$ cat config.mk
export PLATFORM = sky130hd
export DESIGN_NAME = pfb_queue
export DESIGN_NICKNAME = d
export VERILOG_FILES = /design/src/sv/pfb_queue.sv
export SDC_FILE = /design/constraint.sdc
export NUM_CORES = 1
export LEC_CHECK = 0
export BUFFER_PORTS_ARGS = -buffer_cell sky130_fd_sc_hd__buf_2
export CORE_AREA = 10 10 53 55
export DETAILED_ROUTE_END_ITERATION = 8
export DIE_AREA = 0 0 63 65
export GPL_TIMING_DRIVEN = 0
export PLACE_DENSITY = 0.68
export SYNTH_ARGS = -nofsm -noshare
export SYNTH_HDL_FRONTEND = slang
export SYNTH_SLANG_ARGS = --single-unit
$ cat constraint.sdc
create_clock -name clk_i -period 1.5 [get_ports clk_i]
set_clock_uncertainty 0.1 [all_clocks]
set_input_delay 0 -clock clk_i [delete_from_list [all_inputs] [get_ports clk_i]]
set_output_delay 0 -clock clk_i [all_outputs]
set_load 0.02 [all_outputs]
$ cat src/sv/pfb_queue.sv
// ----------------------------------------------------------------------------
// pfb_queue
// two-entry queue between the front and back parts
// ----------------------------------------------------------------------------
module pfb_queue #(
  parameter int WIDTH = 8
) (
  input  logic             clk_i,
  input  logic             rst_ni,
  input  logic             push_i,
  input  logic [WIDTH-1:0] data_i,
  output logic             full_o,
  input  logic             pop_i,
  output logic             valid_o,
  output logic [WIDTH-1:0] data_o
);

  logic [WIDTH-1:0] ent_q [2];
  logic             wr_ptr_q, rd_ptr_q;
  logic [1:0]       cnt_q, cnt_d;

  assign full_o  = (cnt_q == 2'd2);
  assign valid_o = (cnt_q != 2'd0);
  assign data_o  = ent_q[rd_ptr_q];

  always_comb begin
    cnt_d = cnt_q;
    if (push_i && !pop_i) begin
      cnt_d = cnt_q + 2'd1;
    end else if (pop_i && !push_i) begin
      cnt_d = cnt_q - 2'd1;
    end
  end

  always_ff @(posedge clk_i or negedge rst_ni) begin
    if (!rst_ni) begin
      wr_ptr_q <= 1'b0;
      rd_ptr_q <= 1'b0;
      cnt_q    <= 2'd0;
    end else begin
      cnt_q <= cnt_d;
      if (push_i) begin
        wr_ptr_q <= !wr_ptr_q;
      end
      if (pop_i) begin
        rd_ptr_q <= !rd_ptr_q;
      end
    end
  end

  always_ff @(posedge clk_i) begin
    if (push_i) begin
      ent_q[wr_ptr_q] <= data_i;
    end
  end

  a_no_overflow: assert property (@(posedge clk_i) disable iff (!rst_ni)
    push_i |-> (!full_o || pop_i))
    else $error("queue push while full");

endmodule

==> impl_metrics.ini, run 1 <==
[grt]
grt_use_met1 = 0.0806
grt_overflow_total = 0
grt_pass1_vias = 516
grt_use_total = 0.0725
grt_use_met3 = 0.0326
antenna_found_initial = 0
grt-busiest-layer = met2
grt_max_degree = 12
grt_pass1_wl_um = 2330
gr-usage-met2 = 0.113

[logic_synthesis]
synth_top_cell_by_area = edfxtp_1
synthArstFlopShare = 0.200
ys_seq_elements = 20
synth-seq-area-share = 0.751
yosysMostFrequentCell = edfxtp_1
synth_commonest_cells = edfxtp_1, mux2_2, dfrtp_1, xor2_1
synthTopCellsByArea = edfxtp_1, dfrtp_1, mux2_2
syn-mean-instance-area_um2 = 18.9
yosys_most_used_dff = edfxtp_1
synth_edf_count = 16
synthCells = 41
ys_types = 13
ys_warn_count = 0
netlist_area_um2 = 773
synth_top_area_share = 0.621
syn_nets = 54

[pwr]
peakVddDrop_mv = 0.917
p_leak_nw = 0.437
power_density_nw_per_um2 = 1660

[die]
dieHeight_um = 65
rows = 16
boundaryPins = 22
dieArea_um2 = 4100
start_util = 0.415
core-area_um2 = 1860
die_w_um = 63

[clock_tree]
cts_tree = done
clk-insertion-delay-late_ns = 0.29
clkSinkCount = 20
htreeDepth = 1
clkTransAtPathRegs_ns = 0.10
cts_max_path_buffers = 2
root_buffer = clkbuf_4
cts_buffers = 3

[worst_setup_path]
path_class = flip-flop to output pin
required_ns = 1.40
arrival_ns = 1.29
start_kind = flip-flop
r2r-start = wr_ptr_q
critPathLaunch = rd_ptr_q
cp-end-kind = output pin
cp_max_fo = 9

[cells_and_area]
antennaDiodeCount = 0
fillers = 159
layout.nets = 92
area_delta_synth_final_pct = 38.5
final_cell_area_um2 = 1070
layout-drive-gt1-share = 0.474

[routing]
vias_per_cell = 4.39
firstDrtPassIters = 5
routed_wl_um = 1370
ant_nets = 0
first_iter_violations = 4
vias = 461
wl_per_cell_um = 13.1
route.detailed.drc = 0

[timing]
slew_violations = 0
fin_crit_sh = 0.926
worst_slew_pin_slew_ns = 0.477
slew_headroom = 0.680
rsz0062_at_grt = no
setup_ws_ns = 0.111
max_freq_mhz = 720
setup_viol = 0
hold_violations = 0
fin_crit_ns = 1.39
hold_ws_ns = 0.326

[flow_run]
cap_violations = 0

[worst_hold_path]
hold_class = primary input to flip-flop
min-delay-start = pop_i

[placed_design]
placed_area_um2 = 912
dp_slack_ns = -0.0341
gp_congestion = 0.577
post-dp-hpwl_um = 939
io_buffers = 21

[outcome]
status = finished clean
==> cell families (layout without fill, tap and decap cells) <==
kind of cell / Yosys count / count (layout) / share of synthesized area
flops: 20 / 20 / 0.751
mux: 8 / 8 / 0.117
xor+xnor: 5 / 5 / 0.0566
simple gates: 5 / 5 / 0.0405
buf+inv: 2 / 39 / 0.0194
fa+ha+maj: 1 / 1 / 0.0162
==> worst max-delay path, cell delays in order (launching register included) <==
cell and delay, ns:
dfrtp_1 0.35, buf_6 0.15, mux2_2 0.34, buf_2 0.16
==> worst paths after layout <==
path / slack, ns / endpoint / cells past startpoint
setup / recovery: 0.11 / data_o[2] / 3
hold / removal: 0.33 / rd_ptr_q / 3
setup reg to reg: 0.22 / ent_q[0][0] / 1
hold reg to reg: 0.40 / cnt_q[1] / 1
max in group asynchronous: 0.63 / wr_ptr_q / 3
min in group asynchronous: 0.49 / cnt_q[0] / 3
==> through the flow <==
step                power [mW]  utilization  setup TNS, ns  instances
floorplan                 1.28            -              0         41
global placement          1.46        0.490              0         89
detailed placement        1.48        0.490         -0.271         89
CTS                       1.80        0.575              0        105
global route              1.89        0.575              0        105
finish                    1.78        0.575              0        105
==> flip-flops by register name, indices dropped and copies added, names as in the netlist <==
name,count
rd_ptr_q,1
ent_q,16
cnt_q,2
wr_ptr_q,1
==> routing by layer <==
layer  part of all wire  up-vias
met5                  0        -
met4             0.0058        0
met3              0.074        2
met2               0.46       16
met1               0.46      222
li1                   -      221
==> power breakdown <==
part / switching, mW / internal [mW]
registers: 0.0658 / 0.754
clock network: 0.151 / 0.148
logic: 0.364 / 0.299
total: 0.581 / 1.20
==> cell type report <==
cell class / instances / area (um^2) / share of cell area
Inverter: 1 / 3.75 / 0.00350
Timing Repair Buffer: 33 / 225 / 0.210
Buffer: 1 / 11.3 / 0.0105
Tap cell: 27 / 33.8 / 0.0315
Multi-Input combinational cell: 19 / 180 / 0.168
Sequential cell: 20 / 581 / 0.542
Clock buffer: 4 / 36.3 / 0.0339
==> placed cells by master, fill, tap and decap left out, drive strengths merged, types with 4 or more instances in the layout <==
| master | synthesis | final |
|---|---|---|
| buf | 1 | 22 |
| clkbuf | 0 | 4 |
| dfrtp | 4 | 4 |
| dlygate4sd3 | 0 | 12 |
| edfxtp | 16 | 16 |
| mux2 | 8 | 8 |
| xor2 | 4 | 4 |
==> what timing repair did <==
action / 4_1_cts / 5_1_grt
setup endpoints to repair: 8 / 0
resized for setup: 1 / 0
endpoints found under the hold margin: 23 / 0
buffers inserted: 0 / 0
hold buffers: 12 / 0
No activity file was read; power rests on OpenSTA's default activity.
==> run 2: changes to the inputs <==
--- a/config.mk
+++ b/config.mk
@@ -6,11 +6,10 @@
 export NUM_CORES = 1
 export LEC_CHECK = 0
 export BUFFER_PORTS_ARGS = -buffer_cell sky130_fd_sc_hd__buf_2
-export CORE_AREA = 10 10 53 55
+export CORE_AREA = 10 10 59 61
 export DETAILED_ROUTE_END_ITERATION = 8
-export DIE_AREA = 0 0 63 65
+export DIE_AREA = 0 0 69 71
 export GPL_TIMING_DRIVEN = 0
-export PLACE_DENSITY = 0.68
 export SYNTH_ARGS = -nofsm -noshare
 export SYNTH_HDL_FRONTEND = slang
 export SYNTH_SLANG_ARGS = --single-unit
==> run 2 against run 1 <==
Via count is 1.1% lower. Critical path type unchanged. Utilization shrank 13 points. Largest cell class unchanged. Largest power group unchanged. Register-to-register slack improved by 0.03 ns. Count of clock-buffer cells in the layout unchanged. Sequential power about the same. Fmax is 0.82% higher. Global-route usage shrank 0.98 points.
==> impl_metrics.ini, run 2 (synthesis results as in run 1) <==
[routing]
vias_per_cell = 4.22
firstDrtPassIters = 2
route.detailed.drc = 0
drt-met1-wl_um = 593
met3_length_um = 148
wl_per_cell_um = 13.5
vias = 456
first_iter_violations = 10
ant_nets = 0
wl_met2_um = 704
routed_wl_um = 1460
topRoutingLayerUsed = met4

[cells_and_area]
antennaDiodeCount = 0
final_cell_mix = buf_2, edfxtp_1, dlygate4sd3_1
layout-drive-gt1-share = 0.462
largest_reg_flops = 16
reg_top3 = ent_q (16), cnt_q (2)
final_common_cell = buf_2
postLayoutCoreUtil = 0.446
layout.nets = 92
area_delta_synth_final_pct = 37.7
fillers = 224
top_register = ent_q

[worst_setup_path]
critPathSlowestCell = dfrtp_1
cp_max_fo = 9
cpPeakStageDelay_ns = 0.35
cp-end-kind = output pin
crit_path_cell_trace = buf_6 > mux2_2 > buf_2
required_ns = 1.40
start_kind = flip-flop
timing.critical_path.buf_inv = 2
path_delay_family = flip-flops
path_class = flip-flop to output pin
arrival_ns = 1.28

[die]
core-area_um2 = 2390
start_util = 0.324
dieArea_um2 = 4900
boundaryPins = 22
die_w_um = 69
dieHeight_um = 71
rows = 18

[clock_tree]
htreeDepth = 1
cts_buffers = 3
root_buffer = clkbuf_4
cts_tree = done
cts_max_path_buffers = 2
clk-insertion-delay-late_ns = 0.28
clkSinkCount = 20
clkTransAtPathRegs_ns = 0.10

[pwr]
power_density_nw_per_um2 = 1620
p_leak_nw = 0.431
power_mw = 1.73
peakVddDrop_mv = 0.791

[grt]
grt_pass1_vias = 559
grt_pass1_wl_um = 2500
grt_max_degree = 12
antenna_found_initial = 0
grt_use_total = 0.0627
grt_overflow_total = 0

[timing]
fin_crit_sh = 0.918
max_freq_mhz = 726
worst_slew_pin_slew_ns = 0.433
slew_violations = 0
rsz0062_at_grt = no
slew_headroom = 0.710
fin_setup_tns_ns = 0
hold_violations = 0
setup_viol = 0
fin_crit_ns = 1.38

[placed_design]
post-dp-hpwl_um = 1060
gp_congestion = 0.625
io_buffers = 21

[worst_hold_path]
hold_class = primary input to flip-flop

[flow_run]
cap_violations = 0

[outcome]
status = finished clean
run 2: cell counts in the layout (fill, tap and decap cells not counted):
Identical to the previous run, type by type.
run 2: final cells by class:
class / count / area (um^2) / area share
buffer: 1 / 11.3 / 0.0106
clock buffer: 4 / 26.3 / 0.0247
inverter: 1 / 3.75 / 0.00353
multi-input combinational: 19 / 180 / 0.169
sequential: 20 / 581 / 0.545
tap: 30 / 37.5 / 0.0353
timing repair buffer: 33 / 225 / 0.212
run 2: path summary, 6_finish.rpt:
path	slack [ns]	startpoint	end	cells past startpoint
hold reg to reg	0.39	cnt_q[1]	cnt_q[1]	1
hold / removal	0.32	pop_i	rd_ptr_q	3
min in group asynchronous	0.50	rst_ni	cnt_q[1]	3
setup / recovery	0.12	rd_ptr_q	data_o[6]	3
setup reg to reg	0.25	wr_ptr_q	ent_q[0][3]	1
max in group asynchronous	0.62	rst_ni	wr_ptr_q	3
run 2: per-stage QoR:
stage / hold slack [ns] / instance area, um^2 / instances / worst slack (ns)
2_1_floorplan: -0.396 / 773 / 41 / 0.238
6_report: 0.324 / 1060 / 108 / 0.123
5_1_grt: 0.329 / 1060 / 108 / 0.0467
3_3_place_gp: -0.288 / 916 / 92 / 0.0455
3_5_place_dp: -0.286 / 916 / 92 / 0.0195
4_1_cts: 0.318 / 1060 / 108 / 0.000651
run 2: metal layers:
| metal | GRT usage | vias to the layer above |
|---|---|---|
| met3 | 0.0307 | 2 |
| met1 | 0.0706 | 213 |
| met4 | 0.0336 | 0 |
| met5 | 0 | - |
| met2 | 0.0955 | 17 |
| li1 | - | 224 |
run 2: power breakdown:
group / internal, mW / switching, mW / total [mW]
Sequential: 0.754 / 0.0632 / 0.818
Clock: 0.103 / 0.149 / 0.253
Combinational: 0.299 / 0.359 / 0.659
Total: 1.16 / 0.572 / 1.73
run 2: repair_timing:
| item | CTS | global route |
|---|---|---|
| setup buffers | 0 | 0 |
| hold endpoints to repair | 23 | 0 |
| hold buffers | 12 | 0 |
| endpoints found under the setup margin | 0 | 8 |
| resized for setup | 0 | 1 |
==> run 3: changes to the inputs <==
--- a/config.mk
+++ b/config.mk
@@ -10,6 +10,7 @@
 export DETAILED_ROUTE_END_ITERATION = 8
 export DIE_AREA = 0 0 69 71
 export GPL_TIMING_DRIVEN = 0
+export SLEW_MARGIN = 20
 export SYNTH_ARGS = -nofsm -noshare
 export SYNTH_HDL_FRONTEND = slang
 export SYNTH_SLANG_ARGS = --single-unit
==> constraint.sdc (replaced) <==
create_clock -name clk_i -period 1.6 [get_ports clk_i]
set_clock_uncertainty 0.1 [all_clocks]
set_input_delay 0 -clock clk_i [delete_from_list [all_inputs] [get_ports clk_i]]
set_output_delay 0 -clock clk_i [all_outputs]
set_load 0.02 [all_outputs]
==> run 3 against run 2 <==
Highest routed layer unchanged. Global-route usage stayed put. Via count stayed put. Die area stayed put. Non-clock buffer count stayed put. Flip-flop and latch count stayed put. Count of clock-buffer cells in the layout stayed put. Register-to-register slack worse by 0.11 ns. Clock power is 6% lower. Combinational power is 6.7% lower.
==> impl_metrics.ini, run 3 (synthesis results as in run 1) <==
[outcome]
status = finished clean

[worst_setup_path]
r2r-start = wr_ptr_q
timing.critical_path.buf_inv = 0
cpPeakStageDelay_ns = 0.58
path_delay_family = simple AND/OR/NAND/NOR gates
path_class = flip-flop to flip-flop
crit_path_cell_trace = nor2b_1
required_ns = 1.43
cp-end-kind = flip-flop
reg2reg_to = ent_q[0][3]
arrival_ns = 1.29
critPathSlowestCell = nor2b_1
reg2reg_slack_ns = 0.14
reg2regPathDepth = 1
start_kind = flip-flop
cp_max_fo = 8

[grt]
grt_use_total = 0.0627
grt_max_degree = 12
grt_pass1_wl_um = 2500
antenna_found_initial = 0
grt_overflow_total = 0
grt_pass1_vias = 559

[timing]
slew_headroom = 0.516
fin_setup_tns_ns = 0
worst_slew_pin_slew_ns = 0.724
slew_violations = 0
rsz0062_at_grt = no
fin_crit_ns = 1.46
setup_viol = 0
hold_violations = 0
max_freq_mhz = 686
fin_crit_sh = 0.911

[cells_and_area]
top_register = ent_q
fillers = 223
layout-drive-gt1-share = 0.449
antennaDiodeCount = 0
regArea_um2 = 581
area_delta_synth_final_pct = 37.4
final_cell_mix = buf_2, edfxtp_1, dlygate4sd3_1
postLayoutCoreUtil = 0.445
multi_input_area_um2 = 178
layout.nets = 92
largest_reg_flops = 16
final_common_cell = buf_2
reg_top3 = ent_q (16), cnt_q (2)

[pwr]
power_density_nw_per_um2 = 1520
power_mw = 1.62
p_leak_nw = 0.430
peakVddDrop_mv = 0.724

[die]
rows = 18
die_w_um = 69
start_util = 0.324
core-area_um2 = 2390
dieHeight_um = 71
boundaryPins = 22
dieArea_um2 = 4900

[clock_tree]
root_buffer = clkbuf_4
htreeDepth = 1
cts_buffers = 3
post_cts_buffers = 0
clkTransAtPathRegs_ns = 0.10
clkSinkCount = 20
clk-insertion-delay-late_ns = 0.28
cts_max_path_buffers = 2
cts_tree = done

[routing]
ant_nets = 0
routed_wl_um = 1460
vias_per_cell = 4.22
firstDrtPassIters = 2
vias = 456
wl_per_cell_um = 13.5
route.detailed.drc = 0
first_iter_violations = 10

[worst_hold_path]
min-delay-start = pop_i
hold_depth = 3
hold_class = primary input to flip-flop
min_to = rd_ptr_q

[placed_design]
io_buffers = 21
gp_congestion = 0.625
post-dp-hpwl_um = 1060

[flow_run]
cap_violations = 0
## run 3: how the worst max path moves through the flow
stage	startpoint	to	slack, ns	depth (start not counted)
2_1_floorplan	wr_ptr_q	ent_q[0][0]	0.34	1
3_5_place_dp	wr_ptr_q	ent_q[0][3]	0.12	1
5_1_grt	wr_ptr_q	ent_q[0][3]	0.06	1
3_3_place_gp	wr_ptr_q	ent_q[0][1]	0.15	1
4_1_cts	wr_ptr_q	ent_q[0][3]	0.10	1
6_report	wr_ptr_q	ent_q[0][3]	0.14	1
## run 3: repair_timing
item,CTS,global route
endpoints found under the hold margin,23,0
resized for setup,0,0
hold buffers,12,0
## run 3: report_power, final
| part | switching [mW] | internal [mW] | total (mW) |
|---|---|---|---|
| sequential | 0.0574 | 0.708 | 0.765 |
| combinational | 0.336 | 0.279 | 0.615 |
| clock | 0.140 | 0.0968 | 0.237 |
| total | 0.534 | 1.08 | 1.62 |
## run 3: layout make-up
| class | count | area share |
|---|---|---|
| sequential | 20 | 0.547 |
| clock buffer | 4 | 0.0247 |
| multi-input combinational | 19 | 0.167 |
| inverter | 1 | 0.00353 |
| buffer | 1 | 0.0106 |
| timing repair buffer | 33 | 0.212 |
| tap | 30 | 0.0353 |
## run 3: per-layer routing
layer | part of all wire | track usage | routed length [um] | up-vias
met5 | 0 | 0 | 0 | -
met4 | 0.0062 | 0.0336 | 9 | 0
met3 | 0.10 | 0.0307 | 148 | 2
met2 | 0.48 | 0.0955 | 704 | 17
met1 | 0.41 | 0.0706 | 592 | 213
li1 | - | - | - | 224
## run 3: per-stage QoR
step,cells,instance area (um^2),setup WS (ns),hold slack (ns)
final,108,1060,0.142,0.324
after global routing,108,1060,0.0561,0.329
after CTS,108,1060,0.101,0.318
after detailed placement,92,916,0.119,-0.286
after global placement,92,916,0.146,-0.288
after floorplan,41,773,0.338,-0.396
