===== src/sv/pfb_pkg.sv =====
// ----------------------------------------------------------------------------
// pfb_pkg
// shared codes and types of the page framebuffer sprite blitter
// ----------------------------------------------------------------------------
package pfb_pkg;

  // item kinds
  localparam logic [1:0] KIND_START  = 2'd0;
  localparam logic [1:0] KIND_PIXELS = 2'd1;
  localparam logic [1:0] KIND_READ   = 2'd2;

  // colour modes, anything else acts as invert
  localparam logic [1:0] MODE_CLEAR  = 2'd0;
  localparam logic [1:0] MODE_SET    = 2'd1;

  // control part of one queued operation
  typedef struct packed {
    logic       is_read;
    logic       rd_in_range;
    logic [1:0] en;
    logic [1:0] mode;
  } pfb_op_ctrl_t;

endpackage


===== src/sv/pfb_item_if.sv =====
// ----------------------------------------------------------------------------
// pfb_item_if
// input item channel of the blitter
// ----------------------------------------------------------------------------
interface pfb_item_if;
  logic              valid;
  logic              ready;
  logic [1:0]        kind;
  logic signed [8:0] pos_x;
  logic signed [8:0] pos_y;
  logic [7:0]        sprite_width;
  logic [7:0]        sprite_height;
  logic [1:0]        colour_mode;
  logic [7:0]        pixels;
  logic [9:0]        read_address;

  modport source (
    output valid, kind, pos_x, pos_y, sprite_width, sprite_height, colour_mode,
           pixels, read_address,
    input  ready
  );
  modport sink (
    input  valid, kind, pos_x, pos_y, sprite_width, sprite_height, colour_mode,
           pixels, read_address,
    output ready
  );
endinterface


===== src/sv/pfb_front.sv =====
// ----------------------------------------------------------------------------
// pfb_front
// accepts items, tracks the blit position and turns bitmap bytes and reads
// into memory operations
// ----------------------------------------------------------------------------
module pfb_front #(
  parameter int SCREEN_WIDTH = 128,
  parameter int SCREEN_HEIGHT = 64,
  localparam int PageCount = SCREEN_HEIGHT / 8,
  localparam int FrameBytes = SCREEN_WIDTH * PageCount,
  localparam int AddrW = $clog2(FrameBytes)
) (
  input  logic                 clk_i,
  input  logic                 rst_ni,
  pfb_item_if.sink             item_i,
  input  logic                 space_i,
  output logic                 push_o,
  output pfb_pkg::pfb_op_ctrl_t ctrl_o,
  output logic [AddrW-1:0]     addr0_o,
  output logic [AddrW-1:0]     addr1_o,
  output logic [7:0]           bits0_o,
  output logic [7:0]           bits1_o
);
  import pfb_pkg::*;

  localparam logic signed [10:0] XMax = 11'(SCREEN_WIDTH - 1);
  localparam logic signed [10:0] YMax = 11'(SCREEN_HEIGHT - 1);
  localparam logic signed [7:0]  PMax = 8'(PageCount - 1);

  logic signed [8:0] origin_x_q, origin_x_d;
  logic signed [6:0] first_page_q, first_page_d;
  logic [2:0]        bit_shift_q, bit_shift_d;
  logic [7:0]        blit_width_q, blit_width_d;
  logic [1:0]        blit_mode_q, blit_mode_d;
  logic [5:0]        page_cnt_q, page_cnt_d;
  logic [7:0]        col_cnt_q, col_cnt_d;
  logic              visible_q, visible_d;

  logic              accept;
  logic signed [10:0] xs, ys, xw, yh, col;
  logic              off;
  logic signed [7:0] page0, page1;
  logic              col_ok, p0_ok, p1_ok;
  logic [15:0]       shifted;
  logic [8:0]        col_next;
  logic [1:0]        en;

  assign item_i.ready = space_i;
  assign accept = item_i.valid && space_i;

  // start geometry
  assign xs  = {{2{item_i.pos_x[8]}}, item_i.pos_x};
  assign ys  = {{2{item_i.pos_y[8]}}, item_i.pos_y};
  assign xw  = xs + $signed({3'b000, item_i.sprite_width});
  assign yh  = ys + $signed({3'b000, item_i.sprite_height});
  assign off = (xw <= 11'sd0) || (xs > XMax) || (yh <= 11'sd0) || (ys > YMax);

  // target bytes of one bitmap byte
  assign col     = {{2{origin_x_q[8]}}, origin_x_q} + $signed({3'b000, col_cnt_q});
  assign page0   = {first_page_q[6], first_page_q};
  assign page1   = page0 + 8'sd1;
  assign col_ok  = !col[10] && (col <= XMax);
  assign p0_ok   = !page0[7] && (page0 <= PMax);
  assign p1_ok   = !page1[7] && (page1 <= PMax);
  assign shifted = {8'h00, item_i.pixels} << bit_shift_q;
  assign en      = {p1_ok && col_ok && (bit_shift_q != 3'd0), p0_ok && col_ok};
  assign col_next = {1'b0, col_cnt_q} + 9'd1;

  always_comb begin
    origin_x_d   = origin_x_q;
    first_page_d = first_page_q;
    bit_shift_d  = bit_shift_q;
    blit_width_d = blit_width_q;
    blit_mode_d  = blit_mode_q;
    page_cnt_d   = page_cnt_q;
    col_cnt_d    = col_cnt_q;
    visible_d    = visible_q;
    push_o       = 1'b0;
    ctrl_o       = '0;
    ctrl_o.mode  = blit_mode_q;
    addr0_o      = AddrW'(32'(page0[5:0]) * SCREEN_WIDTH + 32'(col[9:0]));
    addr1_o      = AddrW'(32'(page1[6:0]) * SCREEN_WIDTH + 32'(col[9:0]));
    bits0_o      = shifted[7:0];
    bits1_o      = shifted[15:8];
    if (accept) begin
      unique case (item_i.kind)
        KIND_START: begin
          origin_x_d   = item_i.pos_x;
          first_page_d = {item_i.pos_y[8], item_i.pos_y[8:3]};
          bit_shift_d  = item_i.pos_y[2:0];
          blit_width_d = item_i.sprite_width;
          blit_mode_d  = item_i.colour_mode;
          page_cnt_d   = {1'b0, item_i.sprite_height[7:3]}
                         + 6'(|item_i.sprite_height[2:0]);
          col_cnt_d    = 8'd0;
          visible_d    = !off && (item_i.sprite_width != 8'd0)
                         && (item_i.sprite_height != 8'd0);
        end
        KIND_PIXELS: begin
          if (visible_q) begin
            ctrl_o.en = en;
            push_o    = (en != 2'b00);
            if (col_next >= {1'b0, blit_width_q}) begin
              col_cnt_d    = 8'd0;
              first_page_d = first_page_q + 7'sd1;
              page_cnt_d   = page_cnt_q - 6'd1;
              if ((page_cnt_q == 6'd1) || (page1 > PMax)) begin
                visible_d = 1'b0;
              end
            end else begin
              col_cnt_d = col_next[7:0];
            end
          end
        end
        KIND_READ: begin
          push_o             = 1'b1;
          ctrl_o.is_read     = 1'b1;
          ctrl_o.en          = 2'b01;
          ctrl_o.rd_in_range = (32'(item_i.read_address) < 32'(FrameBytes));
          addr0_o            = AddrW'(item_i.read_address);
        end
        default: begin
        end
      endcase
    end
  end

  always_ff @(posedge clk_i or negedge rst_ni) begin
    if (!rst_ni) begin
      origin_x_q   <= '0;
      first_page_q <= '0;
      bit_shift_q  <= '0;
      blit_width_q <= '0;
      blit_mode_q  <= '0;
      page_cnt_q   <= '0;
      col_cnt_q    <= '0;
      visible_q    <= 1'b0;
    end else begin
      origin_x_q   <= origin_x_d;
      first_page_q <= first_page_d;
      bit_shift_q  <= bit_shift_d;
      blit_width_q <= blit_width_d;
      blit_mode_q  <= blit_mode_d;
      page_cnt_q   <= page_cnt_d;
      col_cnt_q    <= col_cnt_d;
      visible_q    <= visible_d;
    end
  end

  a_visible_has_rows: assert property (@(posedge clk_i) disable iff (!rst_ni)
    visible_q |-> (page_cnt_q != 6'd0) && (col_cnt_q < blit_width_q))
    else $error("active blit without remaining bytes");

endmodule


===== src/flat_wrapper.sv =====
// flat-port wrapper written by rule: the top's interface ports become plain ports
module pfb_front_flat import pfb_pkg::*;
#(
  parameter int SCREEN_WIDTH = 128,
  parameter int SCREEN_HEIGHT = 64,
  localparam int PageCount = SCREEN_HEIGHT / 8,
  localparam int FrameBytes = SCREEN_WIDTH * PageCount,
  localparam int AddrW = $clog2(FrameBytes)
)
  (clk_i, rst_ni, space_i, push_o, ctrl_o, addr0_o, addr1_o, bits0_o, bits1_o, item_i_valid, item_i_kind, item_i_pos_x, item_i_pos_y, item_i_sprite_width, item_i_sprite_height, item_i_colour_mode, item_i_pixels, item_i_read_address, item_i_ready);
  pfb_item_if item_i_i ();
  input  logic clk_i;
  input  logic rst_ni;
  input  logic space_i;
  output logic push_o;
  output pfb_pkg::pfb_op_ctrl_t ctrl_o;
  output logic [AddrW-1:0] addr0_o;
  output logic [AddrW-1:0] addr1_o;
  output logic [7:0] bits0_o;
  output logic [7:0] bits1_o;
  input wire logic [$bits(item_i_i.valid)-1:0] item_i_valid;
  input wire logic [$bits(item_i_i.kind)-1:0] item_i_kind;
  input wire logic [$bits(item_i_i.pos_x)-1:0] item_i_pos_x;
  input wire logic [$bits(item_i_i.pos_y)-1:0] item_i_pos_y;
  input wire logic [$bits(item_i_i.sprite_width)-1:0] item_i_sprite_width;
  input wire logic [$bits(item_i_i.sprite_height)-1:0] item_i_sprite_height;
  input wire logic [$bits(item_i_i.colour_mode)-1:0] item_i_colour_mode;
  input wire logic [$bits(item_i_i.pixels)-1:0] item_i_pixels;
  input wire logic [$bits(item_i_i.read_address)-1:0] item_i_read_address;
  output wire logic [$bits(item_i_i.ready)-1:0] item_i_ready;
  assign item_i_i.valid = item_i_valid;
  assign item_i_i.kind = item_i_kind;
  assign item_i_i.pos_x = item_i_pos_x;
  assign item_i_i.pos_y = item_i_pos_y;
  assign item_i_i.sprite_width = item_i_sprite_width;
  assign item_i_i.sprite_height = item_i_sprite_height;
  assign item_i_i.colour_mode = item_i_colour_mode;
  assign item_i_i.pixels = item_i_pixels;
  assign item_i_i.read_address = item_i_read_address;
  assign item_i_ready = item_i_i.ready;
  pfb_front #(.SCREEN_WIDTH(SCREEN_WIDTH), .SCREEN_HEIGHT(SCREEN_HEIGHT)) u_core (.clk_i(clk_i), .rst_ni(rst_ni), .item_i(item_i_i), .space_i(space_i), .push_o(push_o), .ctrl_o(ctrl_o), .addr0_o(addr0_o), .addr1_o(addr1_o), .bits0_o(bits0_o), .bits1_o(bits1_o));
endmodule

===== config.mk =====
export PLATFORM = sky130hd
export DESIGN_NAME = pfb_front_flat
export DESIGN_NICKNAME = d
export VERILOG_FILES = /design/src/sv/pfb_pkg.sv /design/src/sv/pfb_item_if.sv /design/src/sv/pfb_front.sv /design/src/flat_wrapper.sv
export SDC_FILE = /design/constraint.sdc
export NUM_CORES = 1
export LEC_CHECK = 0
export ABC_CLOCK_PERIOD_IN_PS = 3300
export BUFFER_PORTS_ARGS = -buffer_cell sky130_fd_sc_hd__buf_4
export CORE_MARGIN = 1
export CORE_UTILIZATION = 43
export DETAILED_ROUTE_END_ITERATION = 12
export GPL_ROUTABILITY_DRIVEN = 0
export PLACE_DENSITY = 0.75
export SLEW_MARGIN = 20
export SYNTH_ARGS = -nofsm -noshare
export SYNTH_HDL_FRONTEND = slang
export SYNTH_SLANG_ARGS = --single-unit

===== constraint.sdc =====
create_clock -name clk_i -period 3.3 [get_ports clk_i]
set_input_delay 0.33 -clock clk_i [delete_from_list [all_inputs] [get_ports clk_i]]
set_output_delay 0.33 -clock clk_i [all_outputs]
set_load 0.005 [all_outputs]

==> impl_metrics.tcl, run 1 <==
set metrics [dict create \
    ios 104 \
    postSynthAreaPerCell_um2 8.83 \
    clk_path_buf_depth 2 \
    first_pass_iters 4 \
    layout_min_cycle_time_ps 3190 \
    required_ps 2970 \
    crit_arrival_ps 2860 \
    fmax_mhz 313 \
    synth_top_area_share_pct 26.5 \
    row_count 35 \
    synth_cells 471 \
    wl_mm 10.6 \
    grt_first_pass_wirelength_mm 17.0 \
    yosysWarnings 0 \
    layout_commonest_cell "buf_4" \
    post-place-ws_ps 229 \
    die-area_um2 10100 \
    timing.critical_path.buf_inv 4 \
    dieHeight_um 100 \
    power.share.combinational_pct 49.7 \
    n_fill_cell 840 \
    power_uw 2410 \
    diodes 0 \
    cts_root_buf "clkbuf_8" \
    p_seq_share_pct 32.1 \
    slew_viol_final 0 \
    met1_usage_pct 27.9 \
    synth_edf_count 0 \
    grt_pass1_vias 3733 \
    synth-seq-area-share_pct 26.5 \
    clk_pin_slew_ps 90 \
    setup_viol 0 \
    power.density_nw_per_um2 456 \
    setup_ws_ps 106 \
    dieWidth_um 100 \
    busiest_layer "met2" \
    clk_latency_ps 300 \
    timing.final.crit_share_pct 96.8 \
    synth-seq-cells 44 \
    path_cells "ha_2, inv_2, fa_2, inv_1, a21o_1, a211oi_2, a21oi_2, xor2_1, buf_4, fa_2, xnor2_2, xnor2_1, buf_4" \
    cap_violations 0 \
    track_usage_pct 20.9 \
    end_kind "primary output" \
    synth_fp_nets 580 \
    p_sw_share_pct 35.9 \
    h-tree-depth 2 \
    power.leakage_uw 0.00255 \
    grt.met2_usage_pct 35.9 \
    ir_drop_mv 0.238 \
    final_cell_mix "buf_4, dfrtp_1, ha_1" \
    async_flop_share_pct 100 \
    syn2layout_area_growth_pct 26.9 \
    crit_family "adder cells" \
    drive_gt1_share_pct 30.6 \
    cts_tree "yes" \
    numClockSinks 44 \
    critPathMaxStageDelay_ps 400 \
    finalHoldViolCount 0 \
    slowest_stage "dfrtp_1" \
    startpoint_type "register" \
    antenna_left 0 \
    numCtsBuffers 5 \
    core-area_um2 9330 \
    yosysUniqueCellTypes 61 \
    synthTopCellsByArea "dfrtp_1, ha_1, mux2_2" \
    drc 0 \
    vias_per_cell 5.56 \
    gr-total-overflow 0 \
    drtIter0Drc 174 \
    synth_top_area_cell "dfrtp_1" \
    p_clk_share_pct 18.3 \
    initial_core_util_pct 44.6 \
    relSlewSlack_pct 32.7 \
    hpwlAfterDp_mm 8.41 \
    use_met3_pct 3.13 \
    ys.flop_type "dfrtp_1" \
    p_int_uw 1540 \
    ctsHoldBuffers 0 \
    utilization_pct 56.6 \
    status "finished clean" \
    port_buffers 102 \
    synth_area_um2 4160 \
    path_class "register to primary output" \
    hold_path_class "primary input to asynchronous set/reset pin" \
    grt_antenna_before_repair 0 \
    rsz0062_at_grt "yes" \
    grt_max_degree 45 \
    routedWlPerCell_um 14.9 \
    critPathMaxFanout 3 \
    worst_pin_slew_ps 1010 \
    vias 3932 \
    fin_skew_ps 10.3 \
    netSwitchingPower_uw 865 \
    final_net_count 686 \
]
## metal layers
| layer | share of wire, % | wire length [um] |
|---|---|---|
| met2 | 48 | 5070 |
| met4 | 0.82 | 87 |
| met3 | 6.8 | 721 |
| met5 | 0 | 0 |
| met1 | 44 | 4680 |
## state kept, by name, indices dropped and copies added, names as in the netlist
name	count
u_core.page_cnt_q	6
u_core.blit_width_q	8
u_core.bit_shift_q	3
u_core.blit_mode_q	2
u_core.col_cnt_q	8
u_core.first_page_q	7
u_core.visible_q	1
u_core.origin_x_q	9
## final timing paths
| kind | from | endpoint | slack (ps) | cells past startpoint |
|---|---|---|---|---|
| worst max-delay path | u_core.origin_x_q[0]$_DFFE_PN0P_ | addr1_o[9] | 110 | 13 |
| worst max register to register | u_core.col_cnt_q[0]$_DFFE_PN0P_ | u_core.col_cnt_q[0]$_DFFE_PN0P_ | 240 | 11 |
| max in group asynchronous | rst_ni | u_core.col_cnt_q[2]$_DFFE_PN0P_ | 2860 | 1 |
| worst min register to register | u_core.blit_width_q[1]$_DFFE_PN0P_ | u_core.blit_width_q[1]$_DFFE_PN0P_ | 500 | 2 |
| min in group clk_i | item_i_colour_mode[0] | u_core.blit_mode_q[0]$_DFFE_PN0P_ | 270 | 2 |
| worst min-delay path | rst_ni | u_core.page_cnt_q[3]$_DFFE_PN0P_ | 10 | 1 |
## layout make-up
type	count	area [um2]	share of cell area, %
sequential	44	1100	20.9
tap	129	161	3.06
clock inverter	2	38.8	0.735
multi-input combinational	373	2890	54.8
clock buffer	6	82.6	1.56
inverter	39	146	2.77
timing repair buffer	114	856	16.2
## timing repair
action                                 CTS  global route
buffers inserted                         5             2
resized for setup                        5            11
endpoints found under the hold margin    0             0
pin swaps                                4             8
setup endpoints to repair                3             6
## power by group through the flow
| stage | sequential (uW) | combinational [uW] | clock, uW |
|---|---|---|---|
| floorplan | 725 | 710 | 0 |
| finish | 773 | 1200 | 440 |
| CTS | 769 | 1180 | 446 |
| global placement | 776 | 1110 | 0 |
| global route | 789 | 1330 | 466 |
| detailed placement | 783 | 1150 | 0 |
## worst reg2reg max path, delay by kind of cell (launching register included)
kind	cells	cell delay [ps]
muxes	1	240
adders and majority gates	2	530
xor gates and xnor gates	1	240
buffers and inverters	2	280
and+or+nand+nor	1	380
AOI/OAI and AO/OA	4	940
DFF	1	400
## per-stage QoR
step / cell area (um2) / setup TNS, ps / instances / hold slack, ps
after global placement: 5050 / 0 / 692 / 358
final: 5280 / 0 / 707 / 11.3
after global routing: 5280 / -108 / 707 / 60.2
after detailed placement: 5050 / 0 / 692 / 358
after CTS: 5220 / 0 / 705 / 30.5
after floorplan: 4160 / 0 / 471 / 34.4
## Yosys cell counts (all sizes together) (2+ instances only)
cell type and instances:
inv 38, xnor2 18, clkbuf 11, and2 3, a2bb2oi 7, nand2 37, or3 2, nor3 14
nor2b 5, xor2 9, buf 4, o21a 3, ha 44, fa 5, mux2 29, mux2i 14
o22ai 14, a21o 8, nand3 15, o311ai 2, nor3b 2, nand2b 4, nand3b 2, dfrtp 44
or4 2, o221a 2, nor4 4, nor2 31, and3 9, a211oi 7, nor4b 3, a21oi 27
a31oi 3, a21boi 2, o21ai 24, a22o 6
## logic make-up (layout without fill, tap and decap cells)
logic type | Yosys count | in the layout | synth area share (%)
xor+xnor | 27 | 27 | 5.68
buf+inv | 54 | 161 | 5.23
simple gates | 134 | 134 | 15.8
fa+ha+maj | 49 | 49 | 15.6
mux | 43 | 43 | 11.2
compound gates | 119 | 119 | 19.8
other cells | 1 | 1 | 0.0901
flops | 44 | 44 | 26.5
Note: power is estimated with default switching activity, not from simulation.
==> run 2, diff against run 1 <==
ABC_CLOCK_PERIOD_IN_PS = 4100   (was 3300)
clock period = 4.1 ns   (was 3.3 ns; I/O delays follow)
==> impl_metrics.tcl, run 2 (synthesis results as in run 1) <==
set metrics [dict create \
    status "finished clean" \
    clk_pin_slew_ps 90 \
    crit_arrival_ps 3210 \
    grt_antenna_before_repair 0 \
    grt_pass1_vias 3692 \
    place_inst 688 \
    syn2layout_area_growth_pct 23.0 \
    largest_register "u_core.origin_x_q" \
    core-area_um2 9330 \
    cts_setup_buffers 0 \
    first_pass_iters 5 \
    busiest_layer "met2" \
    final_cell_mix "buf_4, ha_1, dfrtp_1" \
    cts_root_buf "clkbuf_8" \
    grt_first_pass_wirelength_mm 16.9 \
    clk_path_buf_depth 2 \
    rsz0062_at_grt "no" \
    setup_ws_ps 483 \
    final_cell_count_no_fill 696 \
    row_count 35 \
    cts_resized 0 \
    cts_tree "yes" \
    tns_ps 0 \
    drtIter0Drc 186 \
    clk_latency_ps 300 \
    use_met3_pct 3.34 \
    largest_reg_flops 9 \
    dieHeight_um 100 \
    vias 3844 \
    post-place-ws_ps 798 \
    met1_usage_pct 26.8 \
    h-tree-depth 2 \
    port_buffers 102 \
    track_usage_pct 20.9 \
    gr-total-overflow 0 \
    ios 104 \
    end_kind "primary output" \
    setup_viol 0 \
    routedWlPerCell_um 14.9 \
    diodes 0 \
    multi_input_area_um2 2840 \
    seq_area_um2 1100 \
    power.leakage_uw 0.00248 \
    timing.final.crit_share_pct 88.2 \
    drc 0 \
    largestRegisters "u_core.origin_x_q (9), u_core.blit_width_q (8), u_core.col_cnt_q (8)" \
    fmax_mhz 276 \
    required_ps 3690 \
    numClockSinks 44 \
    die-area_um2 10100 \
    drive_gt1_share_pct 26.6 \
    initial_core_util_pct 44.6 \
    finalHoldViolCount 0 \
    worst_pin_slew_ps 1020 \
    numCtsBuffers 5 \
    path_class "register to primary output" \
    n_fill_cell 857 \
    grt_max_degree 45 \
    startpoint_type "register" \
    hpwlAfterDp_mm 8.40 \
    critPathMaxFanout 6 \
    layout_min_cycle_time_ps 3620 \
    ir_drop_mv 0.184 \
    wl_mm 10.4 \
    final_net_count 675 \
    slew_viol_final 0 \
    relSlewSlack_pct 31.9 \
    antenna_left 0 \
    ctsHoldBuffers 0 \
    dieWidth_um 100 \
    fin_skew_ps 12.8 \
    grt.met2_usage_pct 36.0 \
    layout_commonest_cell "buf_4" \
    cap_violations 0 \
    hold_path_class "primary input to asynchronous set/reset pin" \
    power.density_nw_per_um2 356 \
    vias_per_cell 5.52 \
]
[run 2: changes by cell type in the layout (fill, tap and decap cells not counted), moves of 2 or more]
cell and change:
buf_4 -11, fa_1 +3, fa_2 -3, a21oi_1 +2, a21oi_2 -2, ha_1 +2
o21ai_0 +2, o21ai_1 -2
[run 2: per-layer routing]
layer / vias to the layer above / share of wire (%)
met5: - / 0
li1: 1900 / -
met1: 1775 / 44
met2: 154 / 47
met4: 0 / 1.6
met3: 15 / 6.7
[run 2: area by class of cell]
type	count	share of cell area, %
clock buffer	7	1.69
multi-input combinational	373	55.5
sequential	44	21.5
timing repair buffer	103	15.1
tap	129	3.15
clock inverter	1	0.147
inverter	39	2.86
[run 2: power breakdown]
part           total, uW  internal [uW]  leakage [uW]  switching (uW)
clock                289            137     0.0000445             152
combinational        911            494       0.00189             416
sequential           622            519      0.000546             103
total               1820           1150       0.00248             671
[run 2: path summary, 6_finish.rpt]
path / startpoint / endpoint / slack (ps) / depth (start not counted)
worst min register to register: u_core.blit_width_q[1]$_DFFE_PN0P_ / u_core.blit_width_q[1]$_DFFE_PN0P_ / 480 / 2
max in group asynchronous: rst_ni / u_core.first_page_q[6]$_DFFE_PN0P_ / 3610 / 1
worst max-delay path: u_core.col_cnt_q[0]$_DFFE_PN0P_ / addr0_o[9] / 480 / 13
worst min-delay path: rst_ni / u_core.page_cnt_q[2]$_DFFE_PN0P_ / 80 / 1
worst max register to register: u_core.col_cnt_q[0]$_DFFE_PN0P_ / u_core.visible_q$_DFFE_PN0P_ / 950 / 11
min in group clk_i: item_i_colour_mode[0] / u_core.blit_mode_q[0]$_DFFE_PN0P_ / 340 / 2
[run 2: per-stage QoR]
stage / hold WS [ps] / total power (uW) / util [%] / instance area (um2)
floorplan: 114 / 1150 / - / 4160
global placement: 440 / 1510 / 53.9 / 5020
detailed placement: 443 / 1540 / 53.9 / 5020
CTS: 115 / 1830 / 54.9 / 5120
global route: 140 / 1960 / 54.9 / 5120
finish: 81.1 / 1820 / 54.9 / 5120
[run 2: critical path, stage by stage, from the launching register on]
cell and delay (ps):
dfrtp_1 450, ha_1 230, inv_1 60, fa_1 400
inv_1 80, a21o_1 160, a211oi_2 90, a21oi_1 160
xor2_1 320, inv_1 110, fa_1 420, xor2_1 170
a21oi_1 150, buf_4 120
